**src/rtl/rounded_rect_coverage_blend_macros.svh**
```systemverilog
// Assertion helpers shared by rrcb_cov and the top-level RTL file.
`ifndef ROUNDED_RECT_COVERAGE_BLEND_MACROS_SVH
`define ROUNDED_RECT_COVERAGE_BLEND_MACROS_SVH

`ifndef SYNTH
// Plain property, checked at every edge outside reset.
`define RRCB_ASSERT(lbl, prop) \
  lbl: assert property (@(posedge clk_i) disable iff (!rst_ni) (prop)) \
    else $error("rrcb: property failed");
// Implication, consequent checked in the same cycle.
`define RRCB_IMPLIES(lbl, ante, cons) \
  lbl: assert property (@(posedge clk_i) disable iff (!rst_ni) (ante) |-> (cons)) \
    else $error("rrcb: implication failed");
`else
`define RRCB_ASSERT(lbl, prop)
`define RRCB_IMPLIES(lbl, ante, cons)
`endif

`endif

```
**src/rtl/rrcb_pkg.sv**
```systemverilog
package rrcb_pkg;

  // Samples per pixel axis, placed at odd eighths.
  localparam int unsigned SUB_N = 4;
  // Coordinates in eighth pixels.
  localparam int unsigned CW = 18;
  // Corner distance magnitude and its square.
  localparam int unsigned RW = 13;
  localparam int unsigned SQW = 26;
  localparam int unsigned CFG_IDX_W = 3;

  typedef enum logic [CFG_IDX_W-1:0] {
    REG_LEFT   = 3'd0,
    REG_TOP    = 3'd1,
    REG_WIDTH  = 3'd2,
    REG_HEIGHT = 3'd3,
    REG_RADIUS = 3'd4,
    REG_FILL   = 3'd5
  } rrcb_reg_e;

  typedef struct packed {
    logic signed [11:0] pixel_x;
    logic signed [11:0] pixel_y;
    logic [15:0]        dest_pixel;
  } rrcb_in_t;

  typedef struct packed {
    logic [15:0] result_pixel;
    logic [7:0]  pixel_coverage;
  } rrcb_out_t;

  typedef struct packed {
    logic signed [11:0] rect_left;
    logic signed [11:0] rect_top;
    logic [10:0]        rect_width;
    logic [10:0]        rect_height;
    logic [9:0]         corner_radius;
    logic [31:0]        fill_color;
  } rrcb_cfg_t;

endpackage

```
**src/rtl/rrcb_cov.sv**
```systemverilog
`include "rounded_rect_coverage_blend_macros.svh"

module rrcb_cov import rrcb_pkg::*; (
  input  logic        clk_i,
  input  logic        rst_ni,
  input  logic        in_valid_i,
  input  rrcb_in_t    in_i,
  input  rrcb_cfg_t   cfg_i,
  output logic        cov_valid_o,
  output logic [7:0]  cov_o,
  output logic [15:0] dest_o
);

  localparam int unsigned NS = SUB_N * SUB_N;
  localparam int unsigned HW = $clog2(NS + 1);
  localparam int unsigned DEPTH = 6;

  function automatic logic [7:0] cov_of(input logic [HW-1:0] h);
    logic [11:0] p;
    p = 12'(h) * 12'd255;
    return p[11:4];
  endfunction

  // Derived rectangle geometry, two register levels.
  logic [9:0]            rc;
  logic signed [CW-1:0]  x0_d, x1_d, y0_d, y1_d;
  logic [RW-1:0]         rr_d;
  logic signed [CW-1:0]  x0_q, x1_q, y0_q, y1_q;
  logic [RW-1:0]         rr_q;
  logic signed [CW-1:0]  xl_d, xr_d, yt_d, yb_d;
  logic signed [CW-1:0]  xl_q, xr_q, yt_q, yb_q;
  logic [SQW-1:0]        r2_d, r2_q;

  always_comb begin
    rc = cfg_i.corner_radius;
    if (rc > cfg_i.rect_width[10:1]) rc = cfg_i.rect_width[10:1];
    if (rc > cfg_i.rect_height[10:1]) rc = cfg_i.rect_height[10:1];
    x0_d = CW'($signed({cfg_i.rect_left, 3'b000}));
    y0_d = CW'($signed({cfg_i.rect_top, 3'b000}));
    x1_d = x0_d + $signed(CW'({cfg_i.rect_width, 3'b000}));
    y1_d = y0_d + $signed(CW'({cfg_i.rect_height, 3'b000}));
    rr_d = {rc, 3'b000};
    xl_d = x0_q + $signed(CW'(rr_q));
    xr_d = x1_q - $signed(CW'(rr_q));
    yt_d = y0_q + $signed(CW'(rr_q));
    yb_d = y1_q - $signed(CW'(rr_q));
    r2_d = SQW'(rr_q) * SQW'(rr_q);
  end

  always_ff @(posedge clk_i) begin
    x0_q <= x0_d;
    x1_q <= x1_d;
    y0_q <= y0_d;
    y1_q <= y1_d;
    rr_q <= rr_d;
    xl_q <= xl_d;
    xr_q <= xr_d;
    yt_q <= yt_d;
    yb_q <= yb_d;
    r2_q <= r2_d;
  end

  // Pixel pipeline.
  logic [DEPTH-1:0]     valid_q;
  logic [15:0]          dest_q [DEPTH];
  logic signed [11:0]   s0_px_q, s0_py_q;
  logic signed [CW-1:0] s1_fx_d [SUB_N];
  logic signed [CW-1:0] s1_fy_d [SUB_N];
  logic signed [CW-1:0] s1_fx_q [SUB_N];
  logic signed [CW-1:0] s1_fy_q [SUB_N];
  logic signed [CW-1:0] dfx [SUB_N];
  logic signed [CW-1:0] dfy [SUB_N];
  logic [SUB_N-1:0]     s2_inx_d, s2_iny_d, s2_inx_q, s2_iny_q;
  logic [RW-1:0]        s2_dx_q [SUB_N];
  logic [RW-1:0]        s2_dy_q [SUB_N];
  logic [SUB_N-1:0]     s3_inx_q, s3_iny_q;
  logic [SQW-1:0]       s3_sqx_q [SUB_N];
  logic [SQW-1:0]       s3_sqy_q [SUB_N];
  logic [NS-1:0]        s4_hit_d, s4_hit_q;
  logic [7:0]           s5_cov_q;

  always_ff @(posedge clk_i or negedge rst_ni) begin
    if (!rst_ni) begin
      valid_q <= '0;
    end else begin
      valid_q <= {valid_q[DEPTH-2:0], in_valid_i};
    end
  end

  always_ff @(posedge clk_i) begin
    dest_q[0] <= in_i.dest_pixel;
    for (int k = 1; k < DEPTH; k++) begin
      dest_q[k] <= dest_q[k-1];
    end
    s0_px_q <= in_i.pixel_x;
    s0_py_q <= in_i.pixel_y;
  end

  // Sample positions in eighths.
  always_comb begin
    for (int i = 0; i < SUB_N; i++) begin
      s1_fx_d[i] = CW'($signed({s0_px_q, 3'b000})) + $signed(CW'(2 * i + 1));
      s1_fy_d[i] = CW'($signed({s0_py_q, 3'b000})) + $signed(CW'(2 * i + 1));
    end
  end

  // Inside tests and distance past the corner centers, one axis at a time.
  always_comb begin
    for (int i = 0; i < SUB_N; i++) begin
      s2_inx_d[i] = (s1_fx_q[i] >= x0_q) && (s1_fx_q[i] < x1_q);
      s2_iny_d[i] = (s1_fy_q[i] >= y0_q) && (s1_fy_q[i] < y1_q);
      if (s1_fx_q[i] < xl_q) begin
        dfx[i] = xl_q - s1_fx_q[i];
      end else if (s1_fx_q[i] > xr_q) begin
        dfx[i] = s1_fx_q[i] - xr_q;
      end else begin
        dfx[i] = '0;
      end
      if (s1_fy_q[i] < yt_q) begin
        dfy[i] = yt_q - s1_fy_q[i];
      end else if (s1_fy_q[i] > yb_q) begin
        dfy[i] = s1_fy_q[i] - yb_q;
      end else begin
        dfy[i] = '0;
      end
    end
  end

  always_comb begin
    for (int j = 0; j < SUB_N; j++) begin
      for (int i = 0; i < SUB_N; i++) begin
        s4_hit_d[j * SUB_N + i] = s3_iny_q[j] && s3_inx_q[i] &&
          ((SQW + 1)'(s3_sqx_q[i]) + (SQW + 1)'(s3_sqy_q[j]) <= (SQW + 1)'(r2_q));
      end
    end
  end

  always_ff @(posedge clk_i) begin
    for (int i = 0; i < SUB_N; i++) begin
      s1_fx_q[i]  <= s1_fx_d[i];
      s1_fy_q[i]  <= s1_fy_d[i];
      s2_dx_q[i]  <= dfx[i][RW-1:0];
      s2_dy_q[i]  <= dfy[i][RW-1:0];
      s3_sqx_q[i] <= SQW'(s2_dx_q[i]) * SQW'(s2_dx_q[i]);
      s3_sqy_q[i] <= SQW'(s2_dy_q[i]) * SQW'(s2_dy_q[i]);
    end
    s2_inx_q <= s2_inx_d;
    s2_iny_q <= s2_iny_d;
    s3_inx_q <= s2_inx_q;
    s3_iny_q <= s2_iny_q;
    s4_hit_q <= s4_hit_d;
    s5_cov_q <= cov_of(HW'($countones(s4_hit_q)));
  end

  assign cov_valid_o = valid_q[DEPTH-1];
  assign cov_o       = s5_cov_q;
  assign dest_o      = dest_q[DEPTH-1];

  // Nonzero coverage needs a sample inside on both axes, as held in the s2 inside-test registers for that item.
  `RRCB_IMPLIES(a_cov_needs_inside, cov_valid_o && (cov_o != 8'd0),
                $past((|s2_inx_q) && (|s2_iny_q), 3))

endmodule

```
**src/rtl/rrcb_blend.sv**
```systemverilog
module rrcb_blend import rrcb_pkg::*; (
  input  logic        clk_i,
  input  logic        rst_ni,
  input  logic        cov_valid_i,
  input  logic [7:0]  cov_i,
  input  logic [15:0] dest_i,
  input  logic [31:0] fill_i,
  output logic        out_valid_o,
  output rrcb_out_t   out_o
);

  localparam int unsigned DEPTH = 4;

  function automatic logic [7:0] div255(input logic [15:0] x);
    logic [16:0] s;
    s = 17'(x) + 17'(x[15:8]) + 17'd1;
    return s[15:8];
  endfunction

  function automatic logic [15:0] to565(input logic [7:0] r, input logic [7:0] g,
                                        input logic [7:0] b);
    return {r[7:3], g[7:2], b[7:3]};
  endfunction

  logic [7:0]       fr, fg, fb, fa;
  logic [DEPTH-1:0] valid_q;
  logic [7:0]       cov_q [DEPTH-1];
  logic [15:0]      dest_q [DEPTH-1];
  logic [15:0]      b1_prod_q;
  logic [7:0]       b2_a_q, b2_dr_q, b2_dg_q, b2_db_q;
  logic [7:0]       inv_a;
  logic [15:0]      b3_sr_q, b3_sg_q, b3_sb_q;
  logic             b3_zero_q, b3_full_q;
  logic [15:0]      res_d;
  rrcb_out_t        out_q;

  assign fr = fill_i[31:24];
  assign fg = fill_i[23:16];
  assign fb = fill_i[15:8];
  assign fa = fill_i[7:0];
  assign inv_a = 8'd255 - b2_a_q;

  always_ff @(posedge clk_i or negedge rst_ni) begin
    if (!rst_ni) begin
      valid_q <= '0;
    end else begin
      valid_q <= {valid_q[DEPTH-2:0], cov_valid_i};
    end
  end

  always_comb begin
    if (b3_zero_q) begin
      res_d = dest_q[2];
    end else if (b3_full_q) begin
      res_d = to565(fr, fg, fb);
    end else begin
      res_d = to565(div255(b3_sr_q), div255(b3_sg_q), div255(b3_sb_q));
    end
  end

  always_ff @(posedge clk_i) begin
    cov_q[0]  <= cov_i;
    dest_q[0] <= dest_i;
    for (int k = 1; k < DEPTH - 1; k++) begin
      cov_q[k]  <= cov_q[k-1];
      dest_q[k] <= dest_q[k-1];
    end
    b1_prod_q <= 16'(fa) * 16'(cov_i);
    b2_a_q    <= div255(b1_prod_q);
    b2_dr_q   <= {dest_q[0][15:11], dest_q[0][15:13]};
    b2_dg_q   <= {dest_q[0][10:5], dest_q[0][10:9]};
    b2_db_q   <= {dest_q[0][4:0], dest_q[0][4:2]};
    b3_sr_q   <= 16'(fr) * 16'(b2_a_q) + 16'(b2_dr_q) * 16'(inv_a);
    b3_sg_q   <= 16'(fg) * 16'(b2_a_q) + 16'(b2_dg_q) * 16'(inv_a);
    b3_sb_q   <= 16'(fb) * 16'(b2_a_q) + 16'(b2_db_q) * 16'(inv_a);
    b3_zero_q <= (b2_a_q == 8'd0);
    b3_full_q <= (b2_a_q == 8'd255);
    out_q.result_pixel   <= res_d;
    out_q.pixel_coverage <= cov_q[2];
  end

  assign out_valid_o = valid_q[DEPTH-1];
  assign out_o       = out_q;

endmodule

```
**src/rtl/rounded_rect_coverage_blend.sv**
```systemverilog
// Channel   | Ports                                  | Handshake
// ----------+----------------------------------------+------------------------------
// pixel in  | start_i, busy_o, pixel_in_i            | taken when start_i && !busy_o
// result    | result_valid_o, result_o               | one-cycle strobe, no backpressure
// config    | cfg_we_i, cfg_idx_i, cfg_data_i        | written on any edge with cfg_we_i
//
// One item enters per clock; busy_o stays low, so a pixel stream runs at full rate.
// The path runs through six stages of coverage (capture, sample positions,
// inside/distance, squares, corner compare, hit count) and four of blending
// (alpha scale, alpha divide and 888 expand, channel mix, 565 pack).
// Derived geometry (clamped radius, corner centers, radius squared) sits in two
// register levels fed from the config registers; they settle before a new item
// reaches the stage that uses them.
// Reset clears the config registers and all valid bits; payload registers are
// left free. The receiver cannot stall, so nothing ever holds.

`include "rounded_rect_coverage_blend_macros.svh"

module rounded_rect_coverage_blend import rrcb_pkg::*; (
  input  logic                 clk_i,
  input  logic                 rst_ni,
  input  logic                 start_i,
  output logic                 busy_o,
  input  rrcb_in_t             pixel_in_i,
  input  logic                 cfg_we_i,
  input  logic [CFG_IDX_W-1:0] cfg_idx_i,
  input  logic [31:0]          cfg_data_i,
  output logic                 result_valid_o,
  output rrcb_out_t            result_o
);

  rrcb_cfg_t   cfg_q;
  logic        accept;
  logic        cov_valid;
  logic [7:0]  cov;
  logic [15:0] cov_dest;

  // Every stage advances each cycle, so the block never pushes back.
  assign busy_o = 1'b0;
  assign accept = start_i && !busy_o;

  // Config registers: write on enable, drop unknown indexes.
  always_ff @(posedge clk_i or negedge rst_ni) begin
    if (!rst_ni) begin
      cfg_q <= '0;
    end else if (cfg_we_i) begin
      case (rrcb_reg_e'(cfg_idx_i))
        REG_LEFT:   cfg_q.rect_left     <= cfg_data_i[11:0];
        REG_TOP:    cfg_q.rect_top      <= cfg_data_i[11:0];
        REG_WIDTH:  cfg_q.rect_width    <= cfg_data_i[10:0];
        REG_HEIGHT: cfg_q.rect_height   <= cfg_data_i[10:0];
        REG_RADIUS: cfg_q.corner_radius <= cfg_data_i[9:0];
        REG_FILL:   cfg_q.fill_color    <= cfg_data_i;
        default: ;
      endcase
    end
  end

  // Coverage: a zero width or height leaves no sample inside, so the
  // empty rectangle falls out as zero coverage and the destination is kept.
  rrcb_cov u_cov (
    .clk_i       (clk_i),
    .rst_ni      (rst_ni),
    .in_valid_i  (accept),
    .in_i        (pixel_in_i),
    .cfg_i       (cfg_q),
    .cov_valid_o (cov_valid),
    .cov_o       (cov),
    .dest_o      (cov_dest)
  );

  // Blend the scaled fill over the expanded destination.
  rrcb_blend u_blend (
    .clk_i       (clk_i),
    .rst_ni      (rst_ni),
    .cov_valid_i (cov_valid),
    .cov_i       (cov),
    .dest_i      (cov_dest),
    .fill_i      (cfg_q.fill_color),
    .out_valid_o (result_valid_o),
    .out_o       (result_o)
  );

  // Each accepted item gives exactly one strobe.
  `RRCB_ASSERT(a_one_result_per_item, result_valid_o == $past(start_i && rst_ni, 10))
  // Zero coverage must hand back the destination of that same item.
  `RRCB_IMPLIES(a_zero_cov_keeps_dest, result_valid_o && (result_o.pixel_coverage == 8'd0),
                result_o.result_pixel == $past(pixel_in_i.dest_pixel, 10))

endmodule
```
**config.mk**
```make
export PLATFORM = sky130hd
export DESIGN_NAME = rounded_rect_coverage_blend
export DESIGN_NICKNAME = d
export VERILOG_FILES = /design/src/rtl/rrcb_pkg.sv /design/src/rtl/rrcb_cov.sv /design/src/rtl/rrcb_blend.sv /design/src/rtl/rounded_rect_coverage_blend.sv
export VERILOG_INCLUDE_DIRS = /design/src /design/src/rtl
export SDC_FILE = /design/constraint.sdc
export NUM_CORES = 2
export LEC_CHECK = 0
export CELL_PAD_IN_SITES_DETAIL_PLACEMENT = 0
export CELL_PAD_IN_SITES_GLOBAL_PLACEMENT = 1
export CORE_ASPECT_RATIO = 2
export CORE_MARGIN = 1
export CORE_UTILIZATION = 53
export CTS_BUF_LIST = sky130_fd_sc_hd__clkbuf_8 sky130_fd_sc_hd__clkbuf_16
export DETAILED_ROUTE_END_ITERATION = 10
export DONT_BUFFER_PORTS = 1
export GPL_ROUTABILITY_DRIVEN = 0
export PLACE_DENSITY = 0.82
export SYNTH_ARGS = -nofsm -noshare
export SYNTH_HDL_FRONTEND = slang
export SYNTH_SLANG_ARGS = --single-unit
```
**constraint.sdc**
```tcl
create_clock -name clk_i -period 9.75 [get_ports clk_i]
set_input_delay 0.4875 -clock clk_i [delete_from_list [all_inputs] [get_ports clk_i]]
set_output_delay 0.4875 -clock clk_i [all_outputs]
set_load 0.005 [all_outputs]
```
==> Word level (Yosys, flattened, before mapping) <==
Memory sizes are Yosys's and may differ from the RTL's. A register that Yosys moved wholly into a read port is not among the register bits.
Cells that the tools add are included.
{ "totals": {"reg_bits": 440, "ramBits": 624, "inputBits": 79, "memories": 9} }
{ "mem_list": {"columns": ["name", "words", "word_bits", "rd", "rd_clocked_by_memory_dff", "wr", "line", "rtl"], "rows": [
  ["u_cov.s3_sqx_q", 4, 26, 4, 0, 4, "rrcb_cov.sv:77", "logic [SQW-1:0] s3_sqx_q [SUB_N];"],
  ["u_cov.s3_sqy_q", 4, 26, 4, 0, 4, "rrcb_cov.sv:78", "logic [SQW-1:0] s3_sqy_q [SUB_N];"],
  ["u_cov.dest_q", 6, 16, 6, 0, 6, "rrcb_cov.sv:65", "logic [15:0] dest_q [DEPTH];"],
  ["u_cov.s1_fx_q", 4, 18, 4, 0, 4, "rrcb_cov.sv:69", "logic signed [CW-1:0] s1_fx_q [SUB_N];"],
  ["u_cov.s1_fy_q", 4, 18, 4, 0, 4, "rrcb_cov.sv:70", "logic signed [CW-1:0] s1_fy_q [SUB_N];"],
  ["u_cov.s2_dx_q", 4, 13, 4, 0, 4, "rrcb_cov.sv:74", "logic [RW-1:0] s2_dx_q [SUB_N];"],
  ["3 more memories", null, null, null, null, null, null, null]
]} }
{ "op_classes": {"n_addsub": 73, "multipliers": 17, "order_cmp": 50, "n_eq_ne": 6, "mux": 20, "reduce_logical": 48} }
{ "ops": {"columns": ["op", "n"], "rows": [
  ["adder 26 x 26 -> 27 bit", 16],
  ["<= comparator 27 x 26 -> 1 bit", 16],
  ["multiplier 13 x 13 -> 26 bit", 8],
  ["two-way mux 13 bit", 16],
  ["subtractor 13 bit", 16],
  [">= comparator 18 x 15 -> 1 bit", 8],
  ["greater-than comparator 18 bit", 8],
  ["less-than comparator 18 x 16 -> 1 bit", 8],
  ["less-than comparator 18 bit", 8],
  ["multiplier 8 x 8 -> 16 bit", 7],
  ["adder 15 x 4 -> 16 bit (second input constant)", 4],
  ["adder 16 x 1 -> 16 bit (second input constant)", 4],
  ["adder 16 x 8 -> 16 bit", 4],
  ["adder 16 bit", 3],
  ["logical AND 1 bit", 40],
  ["subtractor 18 x 14 -> 18 bit", 2],
  ["adder 5 bit", 7],
  ["adder 15 x 14 -> 16 bit", 2],
  ["adder 15 x 15 -> 16 bit", 2],
  ["adder 15 x 2 -> 16 bit (second input constant)", 2],
  ["adder 15 x 3 -> 16 bit (second input constant)", 2],
  ["two-way mux 16 bit", 2],
  ["greater-than comparator 10 bit", 2],
  ["multiplier 10 x 10 -> 20 bit", 1],
  ["11 further kinds", 26]
]} }

==> Longest topological paths before layout <==
{ "depth": {"depth_word": 5, "ltp_mapped": 27, "ltp_nobuf": 27} }

==> Modules after synthesis <==
Synthesis repeated with hierarchy kept, for this count alone.
{ "hier_totals": {"hier_cells": 9655, "area_unflattened_um2": 91268.8} }
{ "modules_own_cells": {"columns": ["module", "instances", "cells_each", "area_each_um2", "seq_area_each_um2"], "rows": [
  ["rrcb_cov", 1, 7425, 68014.0, 10500.1],
  ["rrcb_blend", 1, 2038, 19641.3, 3503.4],
  ["rounded_rect_coverage_blend", 1, 192, 3613.5, 2202.1]
]} }

==> Worst setup path before layout <==
OpenSTA, ideal clock, no wires.
{ "synth_path": {"path_type": "flip-flop to flip-flop", "from": "register u_cov.s4_hit_q[4]", "to": "register u_cov.s5_cov_q[7], in the netlist u_cov.cov_o[7]", "setup_time_ps": 120, "arrival_time_ps": 6801, "required_time_ps": 9630, "path_slack_ps": 2829, "path_stages_with_launch": 25, "period_less_slack_ps": 6921, "cell_sequence": "dfxtp_1 ha_1 fa_1 fa_1 inv_1 fa_1 fa_1 inv_1 ha_1 fa_1 inv_1 fa_1 inv_1 fa_1 fa_1 ha_1 nor2b_1 o21a_1 o21a_1 o21a_1 o21a_1 o21ai_0 o21ai_0 a21oi_1 xnor2_1"} }
{ "synth_via": {"elab_chain_len": 5} }
{ "synth_lines": {"columns": ["element", "line", "rtl"], "rows": [
  ["start, declared", "rrcb_cov.sv:79", "logic [NS-1:0] s4_hit_d, s4_hit_q;"],
  ["start signal, assigned", "rrcb_cov.sv:151", "s4_hit_q <= s4_hit_d;"],
  ["adder 1 x 1 -> 2 bit (implied by the code)", "rrcb_cov.sv:152", "s5_cov_q <= cov_of(HW'($countones(s4_hit_q)));"],
  ["adder 5 bit (implied by the code) (3 in series)", "rrcb_cov.sv:152", null],
  ["multiplier 5 x 8 -> 12 bit", "rrcb_cov.sv:20", "p = 12'(h) * 12'd255;"],
  ["end signal, assigned", "rrcb_cov.sv:152", null],
  ["end, declared", "rrcb_cov.sv:80", "logic [7:0] s5_cov_q;"]
]} }
Every way passes these cells.
A chain may end at the register's enable or synchronous reset.

==> Final worst setup path <==
{ "layout_path": {"from": "register u_cov.s4_hit_q[15]", "to": "register u_cov.s5_cov_q[7], in the netlist u_cov.cov_o[7]"} }
Same word-level chain as after synthesis.

==> impl_metrics.yaml <==
clock_network:
  post-cts-setup-buffers: 0
  clock_path_buffers: 3
  htreeDepth: 3
  clock-sinks: 787
  cts_buffers: 77
  cts_resized: 0
  root_buffer: "clkbuf_16"
  cts_tree: "built"
  clk_pin_slew_ps: 70
  clk_latency_ps: 740
cells_and_area:
  nets: 12360
  n_fill_cell: 15140
  multi_input_area_um2: 68110
  synthToLayoutAreaGrowth_pct: 7.079
  stdcell_area_um2: 97070
  instances_no_fill: 12060
  regArea_um2: 16250
  drive_above_1_share_pct: 3.649
logic_synthesis:
  syn_area_um2: 90660
  seq_area_frac_synth_pct: 17.92
  netlist_instances: 9619
  syn_area_per_cell_um2: 9.425
  synth_seq_cells: 787
  synth_top_area_share_pct: 21.71
  yosys_warnings: 0
  synth_ff_type: "dfxtp_1"
  ys_types: 92
  synth_edf_count: 0
  synth_area_leaders: "ha_1 (22%), fa_1 (22%), dfxtp_1 (15%), inv_1 (6.4%), xnor2_1 (4.6%)"
  synth_top_cell_by_area: "ha_1"
  ys_async_sr_fraction_pct: 12.45
drt:
  wl_per_cell_um: 23.07
  route.detailed.drc: 0
  drtIter0Drc: 3652
  drt_wl_total_um: 278200
  ant_nets: 0
  drtPass1Iterations: 6
  vias: 69050
  via_per_inst: 5.726
flow_run:
  cap_viol_max_count: 0
sta:
  hold_viol: 0
  fmax_mhz: 135.8
  finalCritPeriodShare_pct: 75.54
  setup_viol: 0
  setup_tns_ps: 0
  rsz0062_at_grt: "no"
  drv_slew: 0
  skew_ps: 75.37
  worst_pin_slew_ps: 1340
  slew_headroom_pct: 8.362
  period_needed_ps: 7365
worst_setup_path:
  worstSetupPathType: "reg -> reg"
  timing.rr.start: "u_cov.s4_hit_q[15]$_DFF_P_"
  start_kind: "register"
  cp.arrival_ps: 7950
  crit_path_end_kind: "register"
  required_ps: 10340
  reg2reg_depth: 26
  reg2reg_slack_ps: 2380
  cp_max_fo: 3
  timing.rr.end: "u_cov.cov_o[7]$_DFF_P_"
status:
  outcome: "complete, no violations"
floorplan:
  dieArea_um2: 172800
  die_w_um: 294.4
  core_um2: 169800
  fp-row-count: 214
  pin_count: 105
  die_y_um: 586.9
  start_util_pct: 53.40
placement:
  placed_cell_area_um2: 93570
  portBuffers: 0
  dp_cells: 11830
  hpwl_um: 233300
min_path:
  holdCritPathClass: "in -> reg"
  hold_end: "cfg_q[32]$_DFFE_PN0P_"
  hp-start: "cfg_idx_i[1]"
  holdPathStages: 3
grt:
  grt_pass1_wl_um: 420600
  first_global_vias: 73560
  antenna_found_initial: 12
  grt_overflow_total: 0
  grt_usage_pct: 32.63
  grt_max_degree: 99
==> worst max path at each step <==
stage	from	to	depth (start not counted)
finish	u_cov.s4_hit_q[15]$_DFF_P_	u_cov.cov_o[7]$_DFF_P_	26
global route	u_cov.s4_hit_q[4]$_DFF_P_	u_cov.cov_o[7]$_DFF_P_	24
CTS	u_cov.s4_hit_q[15]$_DFF_P_	u_cov.cov_o[7]$_DFF_P_	26
detailed placement	u_cov.s4_hit_q[15]$_DFF_P_	u_cov.cov_o[7]$_DFF_P_	26
global placement	u_cov.s4_hit_q[14]$_DFF_P_	u_cov.cov_o[7]$_DFF_P_	26
floorplan	u_cov.s4_hit_q[4]$_DFF_P_	u_cov.cov_o[7]$_DFF_P_	24
==> final cells by class <==
cell class / instances / area share [%]
Multi-Input combinational cell: 7150 / 70.16
Timing Repair Buffer: 146 / 1.340
Inverter: 1558 / 6.024
Clock inverter: 57 / 0.6986
Sequential cell: 787 / 16.74
Tap cell: 2268 / 2.923
Clock buffer: 85 / 2.098
Antenna cell: 8 / 0.02062
==> cells in the final DEF, fill, tap and decap left out, types with 98 or more instances in the layout <==
master,count
a21o_1,320
a21oi_1,540
and2_1,256
dfrtp_1,98
dfxtp_1,689
fa_1,983
ha_1,1573
inv_1,1562
nand2_1,478
nand2b_1,110
nor2_1,456
nor2b_1,208
nor3_1,122
o21a_1,129
o21ai_0,340
xnor2_1,480
xor2_1,181
==> sequential cells by signal, indices dropped and copies added (netlist names), 15 cells and up <==
name,flops
u_blend.b3_sb_q,16
u_blend.out_o,24
u_cov.xr_q,15
u_cov.r2_q,19
u_blend.cov_q,24
u_blend.dest_q,32
u_blend.b1_prod_q,16
u_cov.yb_q,15
u_cov.s4_hit_q,16
u_cov.s3_sqx_q,93
u_cov.dest_q,96
u_blend.b3_sg_q,16
cfg_q,88
u_cov.s3_sqy_q,93
u_blend.b3_sr_q,16
==> critical path, cell delays in order, from the launching register on <==
cell     delay [ps]
dfxtp_1         310
ha_1            270
inv_1            50
fa_1            540
inv_1            60
fa_1            480
inv_1            50
fa_1            410
fa_1            520
inv_1            50
ha_1            210
fa_1            610
inv_1           110
fa_1            660
inv_1           110
fa_1            520
fa_1            440
ha_1            320
nor2b_1         160
o21a_1          210
o21a_1          200
o21a_1          200
o21a_1          200
o21ai_0         140
o21ai_0         160
a21oi_1         200
xnor2_1          90
==> logic make-up after synthesis <==
kind of cell	Yosys count	synth area share, %
compound gates	1834	13.06
xor+xnor	661	6.386
fa+ha+maj	2556	43.42
buf+inv	1689	7.004
flops	787	17.92
mux	94	1.159
other cells	1	0.004137
simple gates	1997	11.05
==> per-layer routing <==
layer	share of wire (%)	global-route usage [%]	vias to the layer above
met4	13	33.95	8
met3	4.1	4.138	1089
li1	-	-	32290
met2	51	59.37	2028
met1	32	30.04	33640
met5	0.020	0	-
==> cells in the mapped netlist, drive strengths merged (208+ instances only) <==
| master | instances |
|---|---|
| nor2b | 208 |
| o21ai | 365 |
| a21oi | 545 |
| nand2 | 478 |
| xnor2 | 480 |
| a21o | 320 |
| and2 | 257 |
| inv | 1557 |
| dfxtp | 689 |
| fa | 983 |
| nor2 | 457 |
| ha | 1573 |
==> stage by stage <==
step                utilization, %  hold WS (ps)  setup WS (ps)
finish                       57.18         182.8           2385
global route                 57.17         192.7           2005
detailed placement           55.12         194.7           2419
CTS                          57.17         154.1           2392
floorplan                        -         191.9           2829
global placement             55.12         195.8           2356
==> repair_timing <==
action,4_1_cts,5_1_grt
hold buffers,75,0
endpoints found under the setup margin,0,0
endpoints found under the hold margin,227,0
Power is left out: the tool's default activity adds up to more than one toggle a clock period on the data nets, which glitch-free logic cannot reach.
